`config.mk`:
```
export PLATFORM = sky130hd
export DESIGN_NAME = bms_status_frame_decoder
export DESIGN_NICKNAME = d
export VERILOG_FILES = /design/src/rtl/bsfd_pkg.sv /design/src/rtl/bms_status_frame_decoder.sv /design/src/rtl/bsfd_ram.sv
export SDC_FILE = /design/constraint.sdc
export NUM_CORES = 1
export LEC_CHECK = 0
export BUFFER_PORTS_ARGS = -buffer_cell sky130_fd_sc_hd__buf_2
export CAP_MARGIN = 25
export CORE_MARGIN = 3
export CORE_UTILIZATION = 53
export DETAILED_ROUTE_END_ITERATION = 7
export PLACE_DENSITY = 0.69
export SYNTH_ARGS = -nofsm -noshare
export SYNTH_HDL_FRONTEND = slang
export SYNTH_HIERARCHICAL = 1
export SYNTH_SLANG_ARGS = --single-unit
```
`constraint.sdc`:
```
create_clock -name clk -period 7.77 [get_ports clk]
set_input_delay 0.3885 -clock clk [delete_from_list [all_inputs] [get_ports clk]]
set_output_delay 0.3885 -clock clk [all_outputs]
set_load 0.02 [all_outputs]
```
`src/rtl/bsfd_pkg.sv`:
```
// Shared types, constants and the field descriptor table of the battery-monitor
// status frame decoder. No dependencies.
`default_nettype none
package bsfd_pkg;

  localparam int unsigned FRAME_LEN   = 58;
  localparam int unsigned ADDR_W      = 6;
  localparam int unsigned LAST_BYTE   = FRAME_LEN - 1;
  localparam int unsigned NUM_FIELDS  = 20;

  localparam logic [4:0]  LAST_FIELD     = 5'(NUM_FIELDS - 1);
  localparam logic [5:0]  LAST_BYTE_IDX  = 6'(LAST_BYTE);
  localparam logic [15:0] TIMEOUT_RESET  = 16'd1000;
  localparam logic [16:0] ELAPSED_MAX    = 17'h1FFFF;
  localparam logic [27:0] TEMP_OFFSET    = 28'd232000;
  localparam logic [7:0]  SIGN_ZERO      = 8'h58;  // 'X'
  localparam logic [7:0]  SIGN_MINUS     = 8'h2D;  // '-'
  localparam logic [7:0]  FLAG_MASK      = 8'h7F;

  localparam logic [9:0]  SCALE_ONE      = 10'd1;
  localparam logic [9:0]  SCALE_VOLT     = 10'd5;
  localparam logic [9:0]  SCALE_CAP      = 10'd100;
  localparam logic [9:0]  SCALE_CUR      = 10'd125;
  localparam logic [9:0]  SCALE_TEMP     = 10'd857;

  typedef enum logic {
    OP_BYTE = 1'b0,
    OP_TICK = 1'b1
  } op_t;

  typedef enum logic [1:0] {
    STAT_OK      = 2'd0,
    STAT_TIMEOUT = 2'd1,
    STAT_CSUM    = 2'd2
  } status_t;

  typedef enum logic [2:0] {
    K_RAW    = 3'd0,
    K_VOLT   = 3'd1,
    K_CAP    = 3'd2,
    K_CUR    = 3'd3,
    K_TEMP   = 3'd4,
    K_FLAG   = 3'd5
  } kind_t;

  typedef struct packed {
    logic [ADDR_W-1:0] addr;  // first byte, big-endian
    logic [1:0]        len;   // number of bytes, 1 to 3
    kind_t             kind;
  } field_desc_t;

  function automatic field_desc_t field_desc(input logic [4:0] id);
    field_desc_t d;
    unique case (id)
      5'd0:    d = '{6'd25, 2'd1, K_RAW};
      5'd1:    d = '{6'd51, 2'd2, K_VOLT};
      5'd2:    d = '{6'd53, 2'd2, K_VOLT};
      5'd3:    d = '{6'd55, 2'd2, K_VOLT};
      5'd4:    d = '{6'd40, 2'd1, K_RAW};
      5'd5:    d = '{6'd0,  2'd3, K_VOLT};
      5'd6:    d = '{6'd9,  2'd3, K_CUR};
      5'd7:    d = '{6'd3,  2'd3, K_CUR};
      5'd8:    d = '{6'd6,  2'd3, K_CUR};
      5'd9:    d = '{6'd49, 2'd2, K_CAP};
      5'd10:   d = '{6'd34, 2'd3, K_RAW};
      5'd11:   d = '{6'd12, 2'd2, K_VOLT};
      5'd12:   d = '{6'd14, 2'd1, K_RAW};
      5'd13:   d = '{6'd15, 2'd2, K_VOLT};
      5'd14:   d = '{6'd17, 2'd1, K_RAW};
      5'd15:   d = '{6'd18, 2'd2, K_TEMP};
      5'd16:   d = '{6'd20, 2'd1, K_RAW};
      5'd17:   d = '{6'd21, 2'd2, K_TEMP};
      5'd18:   d = '{6'd23, 2'd1, K_RAW};
      5'd19:   d = '{6'd30, 2'd1, K_FLAG};
      default: d = '{6'd0,  2'd1, K_RAW};
    endcase
    return d;
  endfunction

endpackage
`default_nettype wire

```
`src/rtl/bms_status_frame_decoder.sv`:
```
// Top level of the battery-monitor status frame decoder: byte collection, timer,
// checksum, and the field readout sequencer. Uses bsfd_pkg and bsfd_ram.
//
//   channel | direction | handshake             | payload
//   --------+-----------+-----------------------+------------------------------------
//   in_     | input     | in_valid / in_stall   | operation, data_byte
//   out_    | output    | out_valid / out_stall | status, field_id, value, last
//   cfg_    | input     | cfg_wr_en             | cfg_wr_data (timeout_ticks)
//
// After a good frame the sequencer reads the frame store through its one read
// port, field by field: ST_READ reads each byte of the field, ST_LAST shifts in
// the last byte read, and ST_EMIT writes the output register; in_stall stays
// high meanwhile. Output stalls hold the output register and stall the input.
// Reset is synchronous; the frame store needs no clearing.
`default_nettype none
module bms_status_frame_decoder (
  input  wire logic        clk,
  input  wire logic        rst_n,
  input  wire logic        in_valid,
  output logic             in_stall,
  input  wire logic        in_operation,
  input  wire logic [7:0]  in_data_byte,
  output logic             out_valid,
  input  wire logic        out_stall,
  output logic [1:0]       out_status,
  output logic [4:0]       out_field_id,
  output logic [27:0]      out_value,
  output logic             out_last,
  input  wire logic        cfg_wr_en,
  input  wire logic [15:0] cfg_wr_data
);

  typedef enum logic [3:0] {
    ST_IDLE = 4'b0001,
    ST_READ = 4'b0010,
    ST_LAST = 4'b0100,
    ST_EMIT = 4'b1000
  } state_t;

  state_t                       state_r, state_nxt;
  logic [15:0]                  timeout_r;
  logic [5:0]                   cnt_r, cnt_nxt;
  logic [7:0]                   sum_r, sum_nxt;
  logic [16:0]                  el_r, el_nxt, el_inc;
  logic [4:0]                   fld_r, fld_nxt;
  logic [1:0]                   j_r, j_nxt;
  logic [23:0]                  acc_r, acc_nxt;
  logic                         rd_pend_r, rd_pend_nxt;

  logic                         out_valid_r, out_valid_nxt;
  bsfd_pkg::status_t            out_status_r, out_status_nxt;
  logic [4:0]                   out_field_id_r, out_field_id_nxt;
  logic [27:0]                  out_value_r, out_value_nxt;
  logic                         out_last_r, out_last_nxt;

  logic                         in_acc, out_free;
  logic                         ram_we, ram_re;
  logic [bsfd_pkg::ADDR_W-1:0]  ram_raddr;
  logic [7:0]                   ram_rdata;
  bsfd_pkg::field_desc_t        desc;

  logic [23:0]                  mul_in;
  logic [9:0]                   mul_k;
  logic [33:0]                  prod;
  logic [27:0]                  scaled, field_val;

  assign out_free = !out_valid_r || !out_stall;
  assign in_stall = (state_r != ST_IDLE) || (out_valid_r && out_stall);
  assign in_acc   = in_valid && !in_stall;
  assign ram_we   = in_acc && (in_operation == bsfd_pkg::OP_BYTE);
  assign ram_re   = (state_r == ST_READ);

  assign desc      = bsfd_pkg::field_desc(fld_r);
  assign ram_raddr = desc.addr + {4'b0, j_r};

  bsfd_ram #(
    .WIDTH (8),
    .DEPTH (bsfd_pkg::FRAME_LEN)
  ) u_frame_ram (
    .clk     (clk),
    .wr_en   (ram_we),
    .wr_addr (cnt_r),
    .wr_data (in_data_byte),
    .rd_en   (ram_re),
    .rd_addr (ram_raddr),
    .rd_data (ram_rdata)
  );

  // Scale the assembled bytes of the current field
  always_comb begin
    mul_in = acc_r;
    unique case (desc.kind)
      bsfd_pkg::K_VOLT: mul_k = bsfd_pkg::SCALE_VOLT;
      bsfd_pkg::K_CAP:  mul_k = bsfd_pkg::SCALE_CAP;
      bsfd_pkg::K_CUR:  mul_k = bsfd_pkg::SCALE_CUR;
      bsfd_pkg::K_TEMP: mul_k = bsfd_pkg::SCALE_TEMP;
      default:          mul_k = bsfd_pkg::SCALE_ONE;
    endcase
    if (desc.kind == bsfd_pkg::K_CUR) begin
      mul_in = {8'b0, acc_r[15:0]};
    end
  end

  assign prod   = 34'(mul_in) * 34'(mul_k);
  assign scaled = prod[27:0];

  always_comb begin
    unique case (desc.kind)
      bsfd_pkg::K_TEMP: field_val = scaled - bsfd_pkg::TEMP_OFFSET;
      bsfd_pkg::K_FLAG: field_val = {20'b0, acc_r[7:0] & bsfd_pkg::FLAG_MASK};
      bsfd_pkg::K_CUR: begin
        priority if (acc_r[23:16] == bsfd_pkg::SIGN_ZERO) begin
          field_val = '0;
        end else if (acc_r[23:16] == bsfd_pkg::SIGN_MINUS) begin
          field_val = 28'd0 - scaled;
        end else begin
          field_val = scaled;
        end
      end
      default:          field_val = scaled;
    endcase
  end

  assign el_inc = (el_r == bsfd_pkg::ELAPSED_MAX) ? el_r : el_r + 17'd1;

  always_comb begin
    state_nxt        = state_r;
    cnt_nxt          = cnt_r;
    sum_nxt          = sum_r;
    el_nxt           = el_r;
    fld_nxt          = fld_r;
    j_nxt            = j_r;
    acc_nxt          = acc_r;
    rd_pend_nxt      = 1'b0;
    out_valid_nxt    = out_valid_r && out_stall;
    out_status_nxt   = out_status_r;
    out_field_id_nxt = out_field_id_r;
    out_value_nxt    = out_value_r;
    out_last_nxt     = out_last_r;

    // shift in the byte read last cycle
    if (rd_pend_r) begin
      acc_nxt = {acc_r[15:0], ram_rdata};
    end

    unique case (state_r)
      ST_IDLE: begin
        if (in_acc) begin
          if (in_operation == bsfd_pkg::OP_TICK) begin
            el_nxt = el_inc;
            if (el_inc > {1'b0, timeout_r}) begin
              cnt_nxt          = '0;
              sum_nxt          = '0;
              el_nxt           = '0;
              out_valid_nxt    = 1'b1;
              out_status_nxt   = bsfd_pkg::STAT_TIMEOUT;
              out_field_id_nxt = '0;
              out_value_nxt    = '0;
              out_last_nxt     = 1'b1;
            end
          end else if (cnt_r == bsfd_pkg::LAST_BYTE_IDX) begin
            cnt_nxt = '0;
            sum_nxt = '0;
            el_nxt  = '0;
            if (sum_r != in_data_byte) begin
              out_valid_nxt    = 1'b1;
              out_status_nxt   = bsfd_pkg::STAT_CSUM;
              out_field_id_nxt = '0;
              out_value_nxt    = '0;
              out_last_nxt     = 1'b1;
            end else begin
              state_nxt = ST_READ;
              fld_nxt   = '0;
              j_nxt     = '0;
              acc_nxt   = '0;
            end
          end else begin
            cnt_nxt = cnt_r + 6'd1;
            sum_nxt = sum_r + in_data_byte;
          end
        end
      end
      ST_READ: begin
        rd_pend_nxt = 1'b1;
        if (j_r == desc.len - 2'd1) begin
          state_nxt = ST_LAST;
        end else begin
          j_nxt = j_r + 2'd1;
        end
      end
      ST_LAST: begin
        state_nxt = ST_EMIT;
      end
      ST_EMIT: begin
        if (out_free) begin
          out_valid_nxt    = 1'b1;
          out_status_nxt   = bsfd_pkg::STAT_OK;
          out_field_id_nxt = fld_r;
          out_value_nxt    = field_val;
          out_last_nxt     = (fld_r == bsfd_pkg::LAST_FIELD);
          if (fld_r == bsfd_pkg::LAST_FIELD) begin
            state_nxt = ST_IDLE;
          end else begin
            state_nxt = ST_READ;
            fld_nxt   = fld_r + 5'd1;
            j_nxt     = '0;
            acc_nxt   = '0;
          end
        end
      end
      default: begin
        state_nxt = ST_IDLE;
      end
    endcase
  end

  always_ff @(posedge clk) begin
    if (!rst_n) begin
      state_r     <= ST_IDLE;
      timeout_r   <= bsfd_pkg::TIMEOUT_RESET;
      cnt_r       <= '0;
      sum_r       <= '0;
      el_r        <= '0;
      fld_r       <= '0;
      j_r         <= '0;
      rd_pend_r   <= 1'b0;
      out_valid_r <= 1'b0;
    end else begin
      state_r     <= state_nxt;
      cnt_r       <= cnt_nxt;
      sum_r       <= sum_nxt;
      el_r        <= el_nxt;
      fld_r       <= fld_nxt;
      j_r         <= j_nxt;
      rd_pend_r   <= rd_pend_nxt;
      out_valid_r <= out_valid_nxt;
      if (cfg_wr_en) begin
        timeout_r <= cfg_wr_data;
      end
    end
  end

  always_ff @(posedge clk) begin
    acc_r          <= acc_nxt;
    out_status_r   <= out_status_nxt;
    out_field_id_r <= out_field_id_nxt;
    out_value_r    <= out_value_nxt;
    out_last_r     <= out_last_nxt;
  end

  assign out_valid    = out_valid_r;
  assign out_status   = out_status_r;
  assign out_field_id = out_field_id_r;
  assign out_value    = out_value_r;
  assign out_last     = out_last_r;

endmodule
`default_nettype wire

```
`src/rtl/bsfd_ram.sv`:
```
// Generic single-write, single-read RAM with a registered read port.
// No dependencies.
`default_nettype none
module bsfd_ram #(
  parameter int unsigned WIDTH = 8,
  parameter int unsigned DEPTH = 64
) (
  input  wire logic                     clk,
  input  wire logic                     wr_en,
  input  wire logic [$clog2(DEPTH)-1:0] wr_addr,
  input  wire logic [WIDTH-1:0]         wr_data,
  input  wire logic                     rd_en,
  input  wire logic [$clog2(DEPTH)-1:0] rd_addr,
  output logic      [WIDTH-1:0]         rd_data
);

  logic [WIDTH-1:0] mem [DEPTH];

  always_ff @(posedge clk) begin
    if (wr_en) begin
      mem[wr_addr] <= wr_data;
    end
    if (rd_en) begin
      rd_data <= mem[rd_addr];
    end
  end

endmodule
`default_nettype wire
```
# --- After elaboration in Yosys (flattened, before gate mapping) ---
# Memory sizes are Yosys's and may differ from the RTL's. A register that Yosys moved wholly into a read port is not among the register bits.
# Index checks and enable logic that the tools add are counted.
totals:
  reg_bits: 120
  latch_bits: 0
  ram_bits: 464
  mem_bits_ro: 352
  inputBits: 30
  out_inout_bits: 38
  elab_cells: 160
  mem_count: 2
mem_list:
  columns: ["name", "depth", "word_bits", "rd", "rd_clocked_by_memory_dff", "wr", "line_no", "source"]
  rows:
  - ["u_frame_ram.mem", 58, 8, 1, 1, 1, "bsfd_ram.sv:17", "logic [WIDTH-1:0] mem [DEPTH];"]
  - ["(no name shown)", 32, 11, 1, 1, 0, "bsfd_pkg.sv:54", "unique case (id)"]
op_classes:
  n_addsub: 9
  mul: 1
  n_div: 0
  magnitude_cmp: 1
  n_eq_ne: 29
  n_shift: 0
  muxes: 86
  bitwise_logic: 1
  reduce_logical: 17
ops:
  columns: ["operator", "n"]
  rows:
  - ["28-bit two-way mux", 8]
  - ["24-bit two-way mux", 8]
  - ["28-bit one-hot mux with 3 select lines", 1]
  - ["5-bit two-way mux", 14]
  - ["17-bit two-way mux", 4]
  - ["28-bit one-hot mux with 2 select lines", 1]
  - ["24-bit one-hot mux with 2 select lines", 1]
  - ["10-bit one-hot mux with 4 select lines", 1]
  - ["24-bit by 10-bit multiplier with 28-bit output", 1]
  - ["2-bit two-way mux", 14]
  - ["1-bit by 28-bit subtractor with 28-bit output, first input constant", 1]
  - ["28-bit by 18-bit subtractor with 28-bit output, second input constant", 1]
  - ["4-bit two-way mux", 6]
  - ["8-bit two-way mux", 3]
  - ["5-bit one-hot mux with 2 select lines", 2]
  - ["6-bit two-way mux", 3]
  - ["17-bit by 1-bit adder with 17-bit output, second input constant", 1]
  - ["17-bit equality test, second input constant", 1]
  - ["17-bit by 16-bit > comparator with 1-bit output", 1]
  - ["4-bit one-hot mux with 4 select lines", 1]
  - ["1-bit two-way mux", 15]
  - ["2-bit != test, second input constant", 7]
  - ["6-bit AND reduction", 2]
  - ["3-bit != test, second input constant", 3]
  - ["other kinds (33)", 44]

# --- Longest topological paths before layout ---
logic_depth:
  ltp_word: 9
  depth_mapped: 30
  ltp_nobuf: 27

# --- Hierarchy ---
# The synthesis kept the hierarchy.
modules_own_cells:
  columns: ["module", "instances", "cells_per_inst", "area_each_um2", "seq_area_each_um2"]
  rows:
  - ["bsfd_ram", 1, 834, 18380.1, 14173.6]
  - ["bms_status_frame_decoder", 1, 1695, 14574.0, 2982.9]

# --- Worst setup path before layout ---
# OpenSTA, ideal clock, no wires.
synth_path:
  path_kind: "register -> register"
  start: "register desc[1] (netlist name)"
  end: "register out_value_r[22] (netlist: out_value[22]), data pin"
  setup_ns: 0.271
  arrival_ns: 6.800
  t_required_ns: 7.499
  path_slack_ns: 0.699
  path_stages_with_launch: 26
  path_buffers: 4
  synth_period_minus_slack_ns: 7.071
  path_cell_list: "dfxtp_1 clkbuf_1 nor2b_1 clkbuf_1 clkbuf_1 nand2_1 fa_1 inv_1 fa_1 fa_1 fa_1 inv_1 fa_1 inv_1 ha_1 buf_2 a21o_1 or4_1 nor3_1 nor3_2 nor4_4 nand4_1 o41ai_2 o2bb2ai_1 a31oi_1 a211oi_1"
synth_between:
  elab_chain_len: 9
  elab_cells_between_ends: 15
  cone_classes: "add/sub: 2; mul: 1; eq/ne: 5; mux: 7"
synth_rtl:
  columns: ["item", "line_no", "source"]
  rows:
  - ["3-bit equality test, or another cell as far along", "bms_status_frame_decoder.sv:92, bms_status_frame_decoder.sv:108", null]
  - ["10-bit one-hot mux with 4 select lines or 24-bit two-way mux (tied branches)", "bms_status_frame_decoder.sv:92, bms_status_frame_decoder.sv:99", null]
  - ["24-bit by 10-bit multiplier with 28-bit output", "bms_status_frame_decoder.sv:104", "assign prod = 34'(mul_in) * 34'(mul_k);"]
  - ["1-bit by 28-bit subtractor with 28-bit output", "bms_status_frame_decoder.sv:115", "field_val = 28'd0 - scaled;"]
  - ["28-bit two-way mux", "bms_status_frame_decoder.sv:114", "end else if (acc_r[23:16] == bsfd_pkg::SIGN_MINUS) begin"]
  - ["28-bit two-way mux", "bms_status_frame_decoder.sv:112", "priority if (acc_r[23:16] == bsfd_pkg::SIGN_ZERO) begin"]
  - ["28-bit one-hot mux with 3 select lines (*)", "bms_status_frame_decoder.sv:108", "unique case (desc.kind)"]
  - ["28-bit two-way mux (*)", "bms_status_frame_decoder.sv:195", "if (out_free) begin"]
  - ["28-bit one-hot mux with 2 select lines (*)", "bms_status_frame_decoder.sv:146", "unique case (state_r)"]
  - ["end signal: assignment", "bms_status_frame_decoder.sv:247", "out_value_r <= out_value_nxt;"]
  - ["end: declaration", "bms_status_frame_decoder.sv:53", "logic [27:0] out_value_r, out_value_nxt;"]
# Mark *: on every way between the ends. The rest lies on a longest branch, timed or not. The select of a mux whose other input is x is not followed.
# A chain may end at the register's enable or synchronous reset.

# --- Worst setup path after layout ---
layout_path:
  start: "register desc[2] (netlist name)"
  end: "register out_value_r[25] (netlist: out_value[25]), data pin"
layout_between:
  elab_chain_len: 9
  elab_cells_between_ends: 15
  cone_classes: "add/sub: 2; mul: 1; eq/ne: 5; mux: 7"
layout_rtl:
  columns: ["item", "line_no"]
  rows:
  - ["3-bit equality test, or another cell as far along", "bms_status_frame_decoder.sv:92, bms_status_frame_decoder.sv:108"]
  - ["10-bit one-hot mux with 4 select lines or 24-bit two-way mux (tied branches)", "bms_status_frame_decoder.sv:92, bms_status_frame_decoder.sv:99"]
  - ["24-bit by 10-bit multiplier with 28-bit output", "bms_status_frame_decoder.sv:104"]
  - ["1-bit by 28-bit subtractor with 28-bit output", "bms_status_frame_decoder.sv:115"]
  - ["28-bit two-way mux", "bms_status_frame_decoder.sv:114"]
  - ["28-bit two-way mux", "bms_status_frame_decoder.sv:112"]
  - ["28-bit one-hot mux with 3 select lines (*)", "bms_status_frame_decoder.sv:108"]
  - ["28-bit two-way mux (*)", "bms_status_frame_decoder.sv:195"]
  - ["28-bit one-hot mux with 2 select lines (*)", "bms_status_frame_decoder.sv:146"]
# Marked as above.

==> results.py <==
metrics = {
    "clocking": {
        "clockBufferDepth": 3,
        "cts_made_buffers": 66,
        "htree_levels": 3,
        "cts_tree": "done",
        "cts_setup_buffers": 0,
        "cts.sinks": 603,
        "clk_pin_slew_ns": 0.06,
        "root_buffer": "clkbuf_16",
        "clk-insertion-delay-late_ns": 0.61,
    },
    "setup_path": {
        "cp-end-kind": "flop",
        "criticalPathCategory": "reg -> reg",
        "cp-start-kind": "flop",
        "arrival_ns": 7.82,
        "r2r_cells": 23,
        "cp_max_fo": 23,
        "critPathRequiredTime_ns": 8.21,
    },
    "route": {
        "drtIter0Drc": 1914,
        "ant_nets": 0,
        "wl_um": 77700,
        "vias": 20754,
        "wire_per_inst_um": 22.3,
        "dr.pass1.iters": 8,
        "drc": 0,
        "vias_per_cell": 5.97,
    },
    "timing": {
        "max_slew_margin_pct": 32.1,
        "fmax_mhz": 135,
        "min_period_over_period_pct": 95.0,
        "rsz0062_at_grt": "no",
        "hold_viol": 0,
        "min_period_ns": 7.38,
        "tightest_slew_ns": 1.01,
        "finalSetupTns_ns": 0,
        "setup_violations": 0,
        "finClkSkew_ns": 0.0304,
        "slew_viol_final": 0,
    },
    "grt": {
        "grt_use_total_pct": 24.1,
        "antenna_found_initial": 0,
        "grt_pass1_wl_um": 123000,
        "globalRoute.totalOverflow": 0,
        "grt_pass1_vias": 21536,
        "grt_max_degree": 63,
    },
    "synth": {
        "yosys.area_share.simple_pct": 10.6,
        "yosys.area_share.xor_xnor_pct": 2.54,
        "postSynthAreaPerCell_um2": 13.0,
        "async_flop_share_pct": 0,
        "yosysTopAreaCellShare_pct": 46.3,
        "synthMuxAreaShare_pct": 10.7,
        "synth_cell_type_count": 112,
        "synth-edff-count": 508,
        "synthAdderAreaFrac_pct": 11.5,
        "yosys.cell_count.top_type": "edfxtp_1",
        "ys.flop_type": "edfxtp_1",
        "synth_common_cells": "edfxtp_1 (508), inv_1 (222), nor2_1 (179)",
        "synth_area_leaders": "edfxtp_1 (46%), mux4_2 (7.6%), fa_1 (7.3%)",
        "yosysTopAreaCell": "edfxtp_1",
        "synth_compound_area_share_pct": 8.08,
        "synth_warnings": 6,
        "synthCells": 2529,
        "synth_area_um2": 33000,
        "synth_top_family_by_area": "adder cells",
        "ys_seq_area_share_pct": 52.1,
        "synth_nets": 2791,
        "synth_seq_cells": 603,
    },
    "floorplanning": {
        "core_region_area_um2": 60900,
        "die_w_um": 255,
        "die_y_um": 255,
        "rows": 90,
        "pin_count": 68,
        "design.die.area_um2": 65200,
        "initial_utilization_pct": 54.1,
    },
    "place": {
        "portBuffers": 67,
        "place_hpwl_um": 53500,
        "place.gp.congestion": 0.959,
    },
    "power": {
        "p_switching_mw": 2.36,
        "internal_power_mw": 5.94,
        "vdd_ir_drop_max_mv": 0.175,
        "switching_share_pct": 28.4,
        "clkPwrFrac_pct": 37.2,
        "powerDensity_nw_per_um2": 228,
        "comb_power_share_pct": 17.7,
        "p_seq_share_pct": 45.1,
        "p_leak_nw": 13.9,
    },
    "min_path": {
        "hold_path.class": "in -> reg",
        "min_path_cells": 3,
    },
    "outcome": {
        "status": "finished, final reports clean",
    },
    "cells_and_area": {
        "n_antenna_cell": 0,
        "fin_nets": 2861,
        "area_growth_pct": 10.5,
        "final_util_pct": 59.8,
        "drive_gt1_share_pct": 15.2,
    },
    "run": {
        "cap_violations": 0,
    },
}
final cells by class:
| cell class | count | area (um^2) |
|---|---|---|
| timing repair buffer | 126 | 816 |
| sequential | 603 | 17200 |
| clock buffer | 85 | 1770 |
| multi-input combinational | 1577 | 14400 |
| tap | 828 | 1040 |
| clock inverter | 35 | 393 |
| inverter | 225 | 848 |
| fill | 4659 | 24500 |
through the flow:
stage	setup slack, ns	area [um^2]	hold WS [ns]	total power, mW	cells
finish	0.388	36400	0.0459	8.29	3479
global route	0.00340	36400	0.0285	8.63	3479
CTS	0.269	36400	0.00451	8.34	3477
detailed placement	0.282	34200	0.473	5.25	3352
global placement	0.448	34200	0.463	5.22	3351
floorplan	0.699	33000	0.455	4.80	2529
state kept, by name, summed over array words and instances, names as in the netlist, 6 cells and up:
signal and cells:
acc_r 24, cnt_r 6, desc 11, el_r 17, out_value 28, sum_r 8, timeout_r 16, u_frame_ram/mem 464
u_frame_ram/rd_data 8
repair_timing:
action                     in CTS  in global routing
hold buffers                    5                  0
hold endpoints to repair        5                  0
setup endpoints to repair       0                  8
gates resized for setup         0                  7
worst max-delay path, stage by stage, from the launching register on:
cell and delay [ns]:
dfxtp_1 0.56, nor2b_1 0.12, buf_4 0.24, and2_1 0.21
or2_2 0.30, fa_1 0.57, fa_1 0.46, fa_1 0.47
fa_1 0.52, inv_1 0.06, fa_1 0.54, inv_1 0.04
ha_1 0.30, buf_4 0.19, nand4_1 0.10, a21oi_1 0.13
a21boi_2 0.34, o2111ai_1 0.16, a21boi_0 0.40, o211ai_1 0.33
or3_1 0.47, or3_1 0.39, a21o_1 0.18, a31oi_1 0.15
per-layer routing:
layer,up-vias,GRT usage (%),share of wire [%]
met2,676,40.4,49
met1,10516,32.5,42
met4,0,8.25,3.3
met3,145,3.52,5.3
met5,-,0,0
li1,9417,-,-
path summary, 6_finish.rpt:
kind                  start       endpoint  slack, ns
max                 desc[2]  out_value[25]       0.39
min          cfg_wr_data[6]   timeout_r[6]       0.05
max reg2reg         desc[2]  out_value[25]       0.39
min reg2reg        sum_r[7]       sum_r[7]       0.48
cells by family (layout without fill, tap and decap cells):
family / after synthesis / count (layout)
AO/OA/AOI/OAI: 367 / 367
multiplexers: 204 / 204
AND/OR/NAND/NOR: 680 / 680
buffers and inverters: 349 / 471
XOR/XNOR: 94 / 94
flip-flops: 603 / 603
adder cells (fa/ha/maj): 232 / 232
power by group through the flow:
stage	clock network [mW]	registers (mW)	logic, mW
final	3.08	3.74	1.47
after global routing	3.27	3.75	1.60
after CTS	3.15	3.74	1.45
after detailed placement	0	3.81	1.44
after global placement	0	3.81	1.41
after floorplan	0	3.71	1.08
cell usage in the layout (no fill, tap or decap), drive strengths merged, types with 11 or more instances in the layout:
cell and n:
nor3 30, o31ai 16, nand3 41, nor4 16
or3 11, mux4 117, clkbuf 85, a21o 19
a22oi 11, xor2 29, and2 76, o22ai 17
mux2i 81, or2 11, o21ai 66, o21a 13
dfxtp 95, a21oi 71, inv 227, clkinv 24
xnor2 65, o211ai 18, nand4 17, fa 120
nor2b 48, nand2b 19, nor2 179, and3 33
a21boi 20, ha 112, buf 121, nand2 159
edfxtp 508, a31oi 11, a211oi 13
Power figures use the tool's default switching activity.
